==> src/tcp_pkg.sv <==
// shared types and opcodes for the table crack partition block
package tcp_pkg;

	// request opcodes
	typedef enum logic [2:0] {
		OP_WR_CELL = 3'd0,
		OP_WR_ID   = 3'd1,
		OP_CRACK   = 3'd2,
		OP_RD_CELL = 3'd3,
		OP_RD_ID   = 3'd4
	} opcode_t;

	// sequencer states
	typedef enum logic [2:0] {
		ST_IDLE,
		ST_LOOP,
		ST_CMP_L,
		ST_CMP_R,
		ST_SW_RA,
		ST_SW_RB,
		ST_SW_WA,
		ST_SW_WB
	} state_t;

	localparam int DATA_W  = 64;
	localparam int SPLIT_W = 11;
	localparam int CNT_W   = 5;
	localparam logic [2:0] CFG_RESET = 3'd4;

endpackage

==> src/tcp_ctrl.sv <==
// request decode and crack sequencer driving the cell and id memories
module tcp_ctrl #(
	parameter int ROWS    = 1024,
	parameter int COLUMNS = 4,
	parameter int RW      = 10,
	parameter int CW      = 2
) (
	input  logic                           clk,
	input  logic                           arst_n,
	input  logic                           start,
	output logic                           busy,
	input  logic [2:0]                     opcode,
	input  logic [9:0]                     row,
	input  logic [9:0]                     row_end,
	input  logic [1:0]                     column,
	input  logic signed [63:0]             value,
	output logic                           done,
	output logic signed [63:0]             read_data,
	output logic signed [10:0]             split_position,
	output logic                           status,
	input  logic                           cfg_valid,
	output logic                           cfg_ready,
	input  logic [2:0]                     cfg_data,
	output logic                           cell_we,
	output logic [CW+RW-1:0]               cell_waddr,
	output logic [tcp_pkg::DATA_W-1:0]     cell_wdata,
	output logic [CW+RW-1:0]               cell_raddr,
	input  logic [tcp_pkg::DATA_W-1:0]     cell_rdata,
	output logic                           id_we,
	output logic [RW-1:0]                  id_waddr,
	output logic [tcp_pkg::DATA_W-1:0]     id_wdata,
	output logic [RW-1:0]                  id_raddr,
	input  logic [tcp_pkg::DATA_W-1:0]     id_rdata
);

	localparam int PW = RW + 2;
	localparam int EW = (PW > tcp_pkg::SPLIT_W) ? PW : tcp_pkg::SPLIT_W;
	localparam int NW = tcp_pkg::CNT_W;

	tcp_pkg::state_t state_q, state_d;

	logic [2:0]              cfg_q;
	logic signed [PW-1:0]    left_q, right_q;
	logic [63:0]             pivot_q;
	logic [CW-1:0]           col_q;
	logic [NW-1:0]           k_q;
	logic [63:0]             tmp_cell_q, tmp_id_q;
	logic                    done_q, status_q, rd_pend_q, rd_id_q;
	logic [10:0]             split_q;

	logic [NW-1:0]           ncols;
	logic                    accept, row_ok, end_ok, col_ok;
	logic                    l_le_r, l_lt_r, rm1_ge_l, less, last_col;
	logic signed [PW-1:0]    right_m1;
	logic signed [EW-1:0]    lm1;

	// effective column count
	always_comb begin
		if (cfg_q == 3'd0) begin
			ncols = NW'(1);
		end else if (NW'(cfg_q) > NW'(COLUMNS)) begin
			ncols = NW'(COLUMNS);
		end else begin
			ncols = NW'(cfg_q);
		end
	end

	// request checks and pointer compares
	assign accept   = start & ~busy;
	assign row_ok   = {11'd0, row} < 21'(ROWS);
	assign end_ok   = {11'd0, row_end} < 21'(ROWS);
	assign col_ok   = NW'(column) < ncols;
	assign l_le_r   = left_q <= right_q;
	assign l_lt_r   = left_q < right_q;
	assign right_m1 = right_q - PW'(1);
	assign rm1_ge_l = right_m1 >= left_q;
	assign less     = $signed(cell_rdata) < $signed(pivot_q);
	assign last_col = (k_q + NW'(1)) >= ncols;
	assign lm1      = EW'(left_q) - EW'(1);
	assign busy     = state_q != tcp_pkg::ST_IDLE;
	assign cfg_ready = ~busy;

	// next state
	always_comb begin
		state_d = state_q;
		case (state_q)
			tcp_pkg::ST_IDLE: begin
				if (accept && opcode == tcp_pkg::OP_CRACK && row_ok && end_ok && col_ok) begin
					state_d = tcp_pkg::ST_LOOP;
				end
			end
			tcp_pkg::ST_LOOP: begin
				state_d = l_le_r ? tcp_pkg::ST_CMP_L : tcp_pkg::ST_IDLE;
			end
			tcp_pkg::ST_CMP_L: begin
				state_d = less ? tcp_pkg::ST_LOOP : tcp_pkg::ST_CMP_R;
			end
			tcp_pkg::ST_CMP_R: begin
				if (less) begin
					state_d = l_lt_r ? tcp_pkg::ST_SW_RA : tcp_pkg::ST_LOOP;
				end else if (!rm1_ge_l) begin
					state_d = tcp_pkg::ST_LOOP;
				end
			end
			tcp_pkg::ST_SW_RA: state_d = tcp_pkg::ST_SW_RB;
			tcp_pkg::ST_SW_RB: state_d = tcp_pkg::ST_SW_WA;
			tcp_pkg::ST_SW_WA: state_d = tcp_pkg::ST_SW_WB;
			tcp_pkg::ST_SW_WB: begin
				state_d = last_col ? tcp_pkg::ST_LOOP : tcp_pkg::ST_SW_RA;
			end
			default: state_d = tcp_pkg::ST_IDLE;
		endcase
	end

	// memory port control
	always_comb begin
		cell_we    = 1'b0;
		cell_waddr = {CW'(column), RW'(row)};
		cell_wdata = value;
		cell_raddr = {CW'(column), RW'(row)};
		id_we      = 1'b0;
		id_waddr   = RW'(row);
		id_wdata   = value;
		id_raddr   = RW'(row);
		case (state_q)
			tcp_pkg::ST_IDLE: begin
				cell_we = accept && opcode == tcp_pkg::OP_WR_CELL && row_ok && col_ok;
				id_we   = accept && opcode == tcp_pkg::OP_WR_ID && row_ok;
			end
			tcp_pkg::ST_LOOP: begin
				cell_raddr = {col_q, left_q[RW-1:0]};
			end
			tcp_pkg::ST_CMP_L: begin
				cell_raddr = {col_q, right_q[RW-1:0]};
			end
			tcp_pkg::ST_CMP_R: begin
				cell_raddr = {col_q, right_m1[RW-1:0]};
			end
			tcp_pkg::ST_SW_RA: begin
				cell_raddr = {k_q[CW-1:0], left_q[RW-1:0]};
				id_raddr   = left_q[RW-1:0];
			end
			tcp_pkg::ST_SW_RB: begin
				cell_raddr = {k_q[CW-1:0], right_q[RW-1:0]};
				id_raddr   = right_q[RW-1:0];
			end
			tcp_pkg::ST_SW_WA: begin
				cell_we    = 1'b1;
				cell_waddr = {k_q[CW-1:0], left_q[RW-1:0]};
				cell_wdata = cell_rdata;
				id_we      = k_q == NW'(0);
				id_waddr   = left_q[RW-1:0];
				id_wdata   = id_rdata;
			end
			tcp_pkg::ST_SW_WB: begin
				cell_we    = 1'b1;
				cell_waddr = {k_q[CW-1:0], right_q[RW-1:0]};
				cell_wdata = tmp_cell_q;
				id_we      = k_q == NW'(0);
				id_waddr   = right_q[RW-1:0];
				id_wdata   = tmp_id_q;
			end
			default: ;
		endcase
	end

	// control registers
	always_ff @(posedge clk or negedge arst_n) begin
		if (!arst_n) begin
			state_q   <= tcp_pkg::ST_IDLE;
			cfg_q     <= tcp_pkg::CFG_RESET;
			done_q    <= 1'b0;
			rd_pend_q <= 1'b0;
			rd_id_q   <= 1'b0;
			status_q  <= 1'b0;
			split_q   <= '0;
		end else begin
			state_q   <= state_d;
			done_q    <= 1'b0;
			rd_pend_q <= 1'b0;
			if (cfg_valid && cfg_ready) begin
				cfg_q <= cfg_data;
			end
			// results of single-cycle requests
			if (accept) begin
				split_q  <= '0;
				status_q <= 1'b0;
				case (opcode)
					tcp_pkg::OP_WR_CELL: begin
						done_q   <= 1'b1;
						status_q <= ~(row_ok & col_ok);
					end
					tcp_pkg::OP_WR_ID: begin
						done_q   <= 1'b1;
						status_q <= ~row_ok;
					end
					tcp_pkg::OP_CRACK: begin
						if (!(row_ok && end_ok && col_ok)) begin
							done_q   <= 1'b1;
							status_q <= 1'b1;
						end
					end
					tcp_pkg::OP_RD_CELL: begin
						done_q    <= 1'b1;
						status_q  <= ~(row_ok & col_ok);
						rd_pend_q <= row_ok & col_ok;
						rd_id_q   <= 1'b0;
					end
					tcp_pkg::OP_RD_ID: begin
						done_q    <= 1'b1;
						status_q  <= ~row_ok;
						rd_pend_q <= row_ok;
						rd_id_q   <= 1'b1;
					end
					default: begin
						done_q   <= 1'b1;
						status_q <= 1'b1;
					end
				endcase
			end
			// crack finish
			if (state_q == tcp_pkg::ST_LOOP && !l_le_r) begin
				done_q  <= 1'b1;
				split_q <= lm1[10:0];
			end
		end
	end

	// crack datapath registers
	always_ff @(posedge clk) begin
		case (state_q)
			tcp_pkg::ST_IDLE: begin
				left_q  <= PW'(row);
				right_q <= PW'(row_end);
				pivot_q <= value;
				col_q   <= CW'(column);
			end
			tcp_pkg::ST_CMP_L: begin
				if (less) begin
					left_q <= left_q + PW'(1);
				end
			end
			tcp_pkg::ST_CMP_R: begin
				k_q <= '0;
				if (!less) begin
					right_q <= right_m1;
				end
			end
			tcp_pkg::ST_SW_RB: begin
				tmp_cell_q <= cell_rdata;
				tmp_id_q   <= id_rdata;
			end
			tcp_pkg::ST_SW_WB: begin
				k_q <= k_q + NW'(1);
				if (last_col) begin
					left_q  <= left_q + PW'(1);
					right_q <= right_m1;
				end
			end
			default: ;
		endcase
	end

	// result ports
	assign done           = done_q;
	assign status         = status_q;
	assign split_position = split_q;
	assign read_data      = !rd_pend_q ? 64'sd0 :
	                        rd_id_q ? $signed(id_rdata) : $signed(cell_rdata);

endmodule

==> config.mk <==
export PLATFORM = sky130hd
export DESIGN_NAME = tcp_ctrl
export DESIGN_NICKNAME = d
export VERILOG_FILES = /design/src/tcp_pkg.sv /design/src/tcp_ctrl.sv
export SDC_FILE = /design/constraint.sdc
export NUM_CORES = 1
export LEC_CHECK = 0
export ABC_AREA = 1
export BUFFER_PORTS_ARGS = -buffer_cell sky130_fd_sc_hd__buf_4
export CAP_MARGIN = 5
export CORE_AREA = 2 2 185 187
export CTS_BUF_LIST = sky130_fd_sc_hd__clkbuf_4 sky130_fd_sc_hd__clkbuf_8
export DETAILED_ROUTE_END_ITERATION = 10
export DIE_AREA = 0 0 187 189
export GPL_ROUTABILITY_DRIVEN = 0
export GPL_TIMING_DRIVEN = 0
export PLACE_DENSITY_LB_ADDON = 0.08
export RECOVER_POWER = 100
export REMOVE_ABC_BUFFERS = 1
export SYNTH_ARGS = -nofsm -noshare
export SYNTH_HDL_FRONTEND = slang
export SYNTH_SLANG_ARGS = --single-unit
==> constraint.sdc <==
create_clock -name clk -period 30.9 [get_ports clk]
set_clock_uncertainty 0.2 [all_clocks]
set_input_delay 1.545 -clock clk [delete_from_list [all_inputs] [get_ports clk]]
set_output_delay 1.545 -clock clk [all_outputs]
set_load 0.1 [all_outputs]
==> results of run 1 <==
[cell type report]
class                      count  area share, %
antenna                        5         0.0696
sequential                   244           40.2
multi-input combinational   1110           35.6
tap                          448           3.12
timing repair buffer         503           12.7
clock inverter                15          0.369
clock buffer                  63           4.27
inverter                     177           3.72
[layout by cell type, fill, tap and decap left out, drive strengths merged, types with 4 or more instances in the layout]
| master | count |
|---|---|
| nand4 | 8 |
| dfrtp | 20 |
| clkbuf | 521 |
| diode | 5 |
| o32ai | 5 |
| nor3 | 22 |
| ha | 99 |
| a22oi | 128 |
| a21oi | 62 |
| xor2 | 17 |
| clkinv | 19 |
| nand2 | 220 |
| a2111oi | 4 |
| edfxtp | 223 |
| nand3 | 45 |
| buf | 45 |
| inv | 171 |
| o22ai | 30 |
| nor2 | 180 |
| o21ai | 263 |
| a31oi | 4 |
[path summary, 6_finish.rpt]
check | start | endpoint | slack (ps) | depth (start not counted)
setup reg to reg | rd_id_q$_DFFE_PN0P_ | rd_id_q$_DFFE_PN0P_ | 24370 | 3
max in group asynchronous | arst_n | rd_pend_q$_DFF_PN0_ | 28670 | 1
hold / removal | split_position[6]$_DFFE_PN0P_ | split_position[6]$_DFFE_PN0P_ | 300 | 2
min in group asynchronous | arst_n | done$_DFF_PN0_ | 1020 | 1
hold reg to reg | split_position[6]$_DFFE_PN0P_ | split_position[6]$_DFFE_PN0P_ | 300 | 2
setup / recovery | state_q[2]$_DFFE_PN0P_ | id_wdata[8] | 20680 | 6
[through the flow]
step                      worst slack (ps)  total power, mW  hold WS (ps)  std cells  util, %
final                                20680             1.49           296       2565     54.0
after global routing                 19850             1.59           335       2564     54.0
after CTS                            24840             1.55           303       2560     59.5
after detailed placement             25460             1.25           292       2482     57.0
after global placement                8880             1.23           290       2455     55.5
after floorplan                      15560             1.04           280       1531        -
[registers in the layout, summed over array words and instances (netlist names), 2 cells and up]
| signal | cells |
|---|---|
| right_q | 12 |
| k_q | 5 |
| tmp_cell_q | 64 |
| left_q | 12 |
| tmp_id_q | 64 |
| split_position | 11 |
| state_q | 3 |
| cfg_q | 3 |
| pivot_q | 64 |
| col_q | 2 |
[synth_stat cells, drive strengths merged, types with 2 or more instances]
master	number
a2111oi	4
a211oi	3
a21oi	62
a22oi	128
a31oi	4
buf	38
clkbuf	59
clkinv	6
dfrtp	20
edfxtp	223
ha	99
inv	171
nand2	220
nand3	45
nand4	8
nor2	180
nor3	22
nor4	3
o211ai	3
o21ai	263
o22ai	30
o31ai	2
o32ai	5
or2	2
xnor2	3
xor2	17
[metal layers]
layer / GRT usage (%) / wire length [µm]
met5: 0 / 13
met3: 5.63 / 3840
met4: 11.1 / 1570
met1: 35.4 / 20400
met2: 45.2 / 23600
[kinds of logic after synthesis]
logic type	Yosys count	synth area share, %
XOR/XNOR	20	1.18
AND/OR/NAND/NOR	482	13.6
AO/OA/AOI/OAI	508	20.3
flip-flops	244	48.8
adder cells (fa/ha/maj)	99	8.37
multiplexers	1	0.0761
buffers and inverters	274	7.63
[worst max-delay path: cells and delay by family, from the launching register on]
family | cells | cell delay [ps]
AND/OR/NAND/NOR | 1 | 600
adder cells (fa/ha/maj) | 1 | 670
buffers and inverters | 3 | 5750
AO/OA/AOI/OAI | 1 | 310
flip-flops | 1 | 520
[power by group through the flow]
stage	combinational (mW)	clock, mW	sequential (mW)
finish	0.720	0.296	0.479
global route	0.785	0.318	0.485
CTS	0.773	0.303	0.477
detailed placement	0.770	0	0.483
global placement	0.740	0	0.494
floorplan	0.528	0	0.509
==> results.cfg, run 1 <==
[power]
internal-power_mw = 0.741
p_switching_mw = 0.753
leakagePower_nw = 6.94
clkPwrFrac_pct = 19.8
swShare_pct = 50.4
seq_power_share_pct = 32.0
ir_worst_vdd_uv = 94.4
pwr-share-comb_pct = 48.2
power-per-cell-area_nw_per_um2 = 83.1

[finish]
drive_gt1_share_pct = 7.39
seq_area_um2 = 7220
final.fill_count = 3463
finalInstanceArea_um2 = 18000
final_nets = 2403
multi_input_area_um2 = 6400
areaGrowthSynthToFinish_pct = 21.5

[worst_setup_path]
slowest_delay_ps = 3420
path_class = flop to output pin
crit_path_max_fanout = 130
crit_slowest_cell = clkbuf_1
end_kind = output pin
path_cells = ha_1 -> clkinvlp_2 -> clkbuf_1 -> nand2_1 -> o21ai_0 -> clkbuf_1
worstPathRequired_ps = 29160
worstPathArrival_ps = 8480
worstSetupStartpointType = flop
crit_top_cell = clkbuf_1

[drt]
drt_first_pass_iters = 6
ant_nets = 0
drt-vias-per-instance = 5.45
via_count = 13986
wl_um = 49500
drt_iter0_drc = 869
post_drt_wl_per_cell_um = 19.3
drcViolationCount = 0

[synth]
ys.flop_type = edfxtp_1
synth_top_area_cell = edfxtp_1
synth_area_um2 = 14800
synth-edff-count = 223
async_flop_share_pct = 8.61
syn_avg_cell_area_um2 = 9.09
yosysTopAreaCellShare_pct = 45.3
synth-seq-cells = 244
synth_cell_types = 50
yosys-top-cells-area = edfxtp_1, ha_1, o21ai_0
synthCells = 1628
synth_warnings = 0
ys_seq_area_share_pct = 48.8

[clock_tree]
clock_sinks = 244
cts_setup_buffers = 0
ctsHtreeMaxLevel = 2
cts_buffer_depth = 3
cts_resized = 0
clk_pin_slew_ps = 60
hold_buffers = 0
cts_buffers = 44
cts_tree = done
root_buffer = clkbuf_8
insertion_delay_ps = 550

[global_routing]
gr-total-overflow = 0
antenna_found_initial = 5
grt_pass1_wl_um = 76600
grt_pass1_vias = 13532
grt_max_degree = 131
grt_use_total_pct = 27.4

[floorplan]
ios = 477
die_w_um = 187
die_area_um2 = 35300
core_um2 = 33300
initial_core_util_pct = 44.4
die_h_um = 189
num_rows = 67

[worst_hold_path]
hp-class = flop to flop

[sta]
slew_headroom_pct = -218
layout_min_cycle_time_ps = 10220
hold_viol = 0
report.final.slew_viol_count = 365
worstMarginPinSlew_ps = 4760
setup_violations = 0
grt_setup_unrepaired = false
fmax_mhz = 97.8
setup_tns_ps = 0
post-route-period-util_pct = 33.1

[run_status]
failed_checks = capacitance limit, slew limit
outcome = finished, violations left

[placement]
dp_hpwl_um = 37200
portBuffers = 476
place_area_um2 = 19000

[job]
maxCapViolCount = 7
Note: power is estimated with default switching activity, not from simulation.
==> inputs of run 2 (changes only) <==
--- a/config.mk
+++ b/config.mk
@@ -8,10 +8,10 @@
 export ABC_AREA = 1
 export BUFFER_PORTS_ARGS = -buffer_cell sky130_fd_sc_hd__buf_4
 export CAP_MARGIN = 5
-export CORE_AREA = 2 2 185 187
+export CORE_AREA = 2 2 186 188
 export CTS_BUF_LIST = sky130_fd_sc_hd__clkbuf_4 sky130_fd_sc_hd__clkbuf_8
 export DETAILED_ROUTE_END_ITERATION = 10
-export DIE_AREA = 0 0 187 189
+export DIE_AREA = 0 0 188 190
 export GPL_ROUTABILITY_DRIVEN = 0
 export GPL_TIMING_DRIVEN = 0
 export PLACE_DENSITY_LB_ADDON = 0.08
==> constraint.sdc (replaced) <==
create_clock -name clk -period 9.58 [get_ports clk]
set_clock_uncertainty 0.2 [all_clocks]
set_input_delay 0.479 -clock clk [delete_from_list [all_inputs] [get_ports clk]]
set_output_delay 0.479 -clock clk [all_outputs]
set_load 0.1 [all_outputs]
==> run 2 against run 1 <==
The flow still finishes with violations (capacitance limit, slew limit). Register-to-register slack lost 21000 ps. Cell count grew 8.5%. Clock-buffer cell count grew 1. Critical endpoint is now cfg_ready. Utilization grew 5.5 points. Highest routed layer unchanged. Final area grew 12%.
==> results.cfg, run 2 (synthesized netlist as in run 1, its figures left out) <==
[finish]
final_common_cell = clkbuf_1
reg.largest.list = pivot_q x64, tmp_cell_q x64, tmp_id_q x64
fin_cells = 2782
finalInstanceArea_um2 = 20200
final_nets = 2613
areaGrowthSynthToFinish_pct = 36.6
final.fill_count = 3371
drive_gt1_share_pct = 8.01
final_cell_mix = clkbuf_1, o21ai_0, edfxtp_1

[clock_tree]
cts_tree = done
cts_buffer_depth = 3
ctsHtreeMaxLevel = 2
cts_resized = 0
insertion_delay_ps = 550
root_buffer = clkbuf_8
hold_buffers = 210
cts_buffers = 44
cts_setup_buffers = 0
clk_pin_slew_ps = 60
clock_sinks = 244

[worst_setup_path]
crit_path_max_fanout = 31
worstPathRequired_ps = 8900
end_kind = output pin
r2r_cells = 8
worstPathArrival_ps = 6260
rr_endpoint = left_q[6]$_DFFE_PP_
rr_startpoint = state_q[1]$_DFFE_PN0P_
r2r_setup_slack_ps = 3620
path_class = flop to output pin
worstSetupStartpointType = flop

[floorplan]
initial_core_util_pct = 43.6
die_h_um = 190
ios = 477
die_area_um2 = 35700
die_w_um = 188
num_rows = 68
core_um2 = 33900

[global_routing]
grt_use_total_pct = 28.6
gr-total-overflow = 0
grt_pass1_wl_um = 81200
grt_pass1_vias = 14828
antenna_found_initial = 6
grt_max_degree = 98

[sta]
layout_min_cycle_time_ps = 6940
post-route-period-util_pct = 72.5
grt_setup_unrepaired = false
worstMarginPinSlew_ps = 2050
fmax_mhz = 144
setup_tns_ps = 0
setup_violations = 0
slew_headroom_pct = -37.3
report.final.slew_viol_count = 209
hold_viol = 0
hold_slack_ps = 32.5

[drt]
drcViolationCount = 0
drt_first_pass_iters = 7
post_drt_wl_per_cell_um = 19.0
ant_nets = 0
via_count = 15053
drt_iter0_drc = 1021
wl_um = 52700
drt-vias-per-instance = 5.41

[worst_hold_path]
hold_start = row[0]
hp-class = primary input to flop
worstHoldPathCells = 3
hold_end = left_q[0]$_DFFE_PP_

[power]
swShare_pct = 50.1
p_switching_mw = 2.46
leakagePower_nw = 7.94
clkPwrFrac_pct = 19.5
power-per-cell-area_nw_per_um2 = 243
pwr-share-comb_pct = 49.2
ir_worst_vdd_uv = 285
internal-power_mw = 2.45
seq_power_share_pct = 31.3
finalPower_mw = 4.92

[placement]
placed_cells = 2489
place_area_um2 = 19000
portBuffers = 476
dp_hpwl_um = 37600

[run_status]
outcome = finished, violations left
failed_checks = capacitance limit, slew limit

[job]
maxCapViolCount = 7
-- run 2: worst max-delay path: stages (launching register included) --
cell      delay [ps]
dfrtp_1          470
nor2_1           180
inv_1             90
nor2_1          1400
clkbuf_1        1140
clkbuf_1        1460
clkbuf_1         950
-- run 2: per-stage QoR --
stage	util [%]	setup WS, ps
2_1_floorplan	-	-4690
3_3_place_gp	54.4	-11090
3_5_place_dp	55.9	5060
4_1_cts	64.6	4460
5_1_grt	59.5	2200
6_report	59.5	2640
-- run 2: cell type report --
| class | count | area (µm²) | area share [%] |
|---|---|---|---|
| Antenna cell | 4 | 10.0 | 0.0495 |
| Clock buffer | 64 | 781 | 3.86 |
| Timing Repair Buffer | 713 | 4490 | 22.2 |
| Clock inverter | 15 | 66.3 | 0.328 |
| Sequential cell | 244 | 7220 | 35.8 |
| Multi-Input combinational cell | 1110 | 6390 | 31.6 |
| Tap cell | 455 | 569 | 2.82 |
| Inverter | 177 | 672 | 3.33 |
-- run 2: power by group through the flow --
stage / clock (mW) / sequential, mW / combinational (mW)
6_report: 0.957 / 1.54 / 2.42
2_1_floorplan: 0 / 1.64 / 1.70
5_1_grt: 1.03 / 1.56 / 2.62
3_3_place_gp: 0 / 1.59 / 2.39
4_1_cts: 0.981 / 1.53 / 2.59
3_5_place_dp: 0 / 1.55 / 2.50
-- run 2: per-layer routing --
metal	global-route usage (%)	wire length [µm]	up-vias
li1	-	-	7134
met1	36.3	21600	7119
met2	49.4	25600	681
met3	5.00	3950	117
met4	9.93	1570	2
met5	0	20	-
-- run 2: how the worst max path moves through the flow --
stage / startpoint / endpoint / slack, ps / depth (start not counted)
floorplan: state_q[2]$_DFFE_PN0P_ / cell_raddr[9] / -4690 / 6
global route: state_q[1]$_DFFE_PN0P_ / cfg_ready / 2200 / 6
CTS: state_q[2]$_DFFE_PN0P_ / id_wdata[50] / 4460 / 5
global placement: state_q[2]$_DFFE_PN0P_ / cell_raddr[6] / -11090 / 7
finish: state_q[1]$_DFFE_PN0P_ / cfg_ready / 2640 / 6
detailed placement: state_q[2]$_DFFE_PN0P_ / id_wdata[50] / 5060 / 5
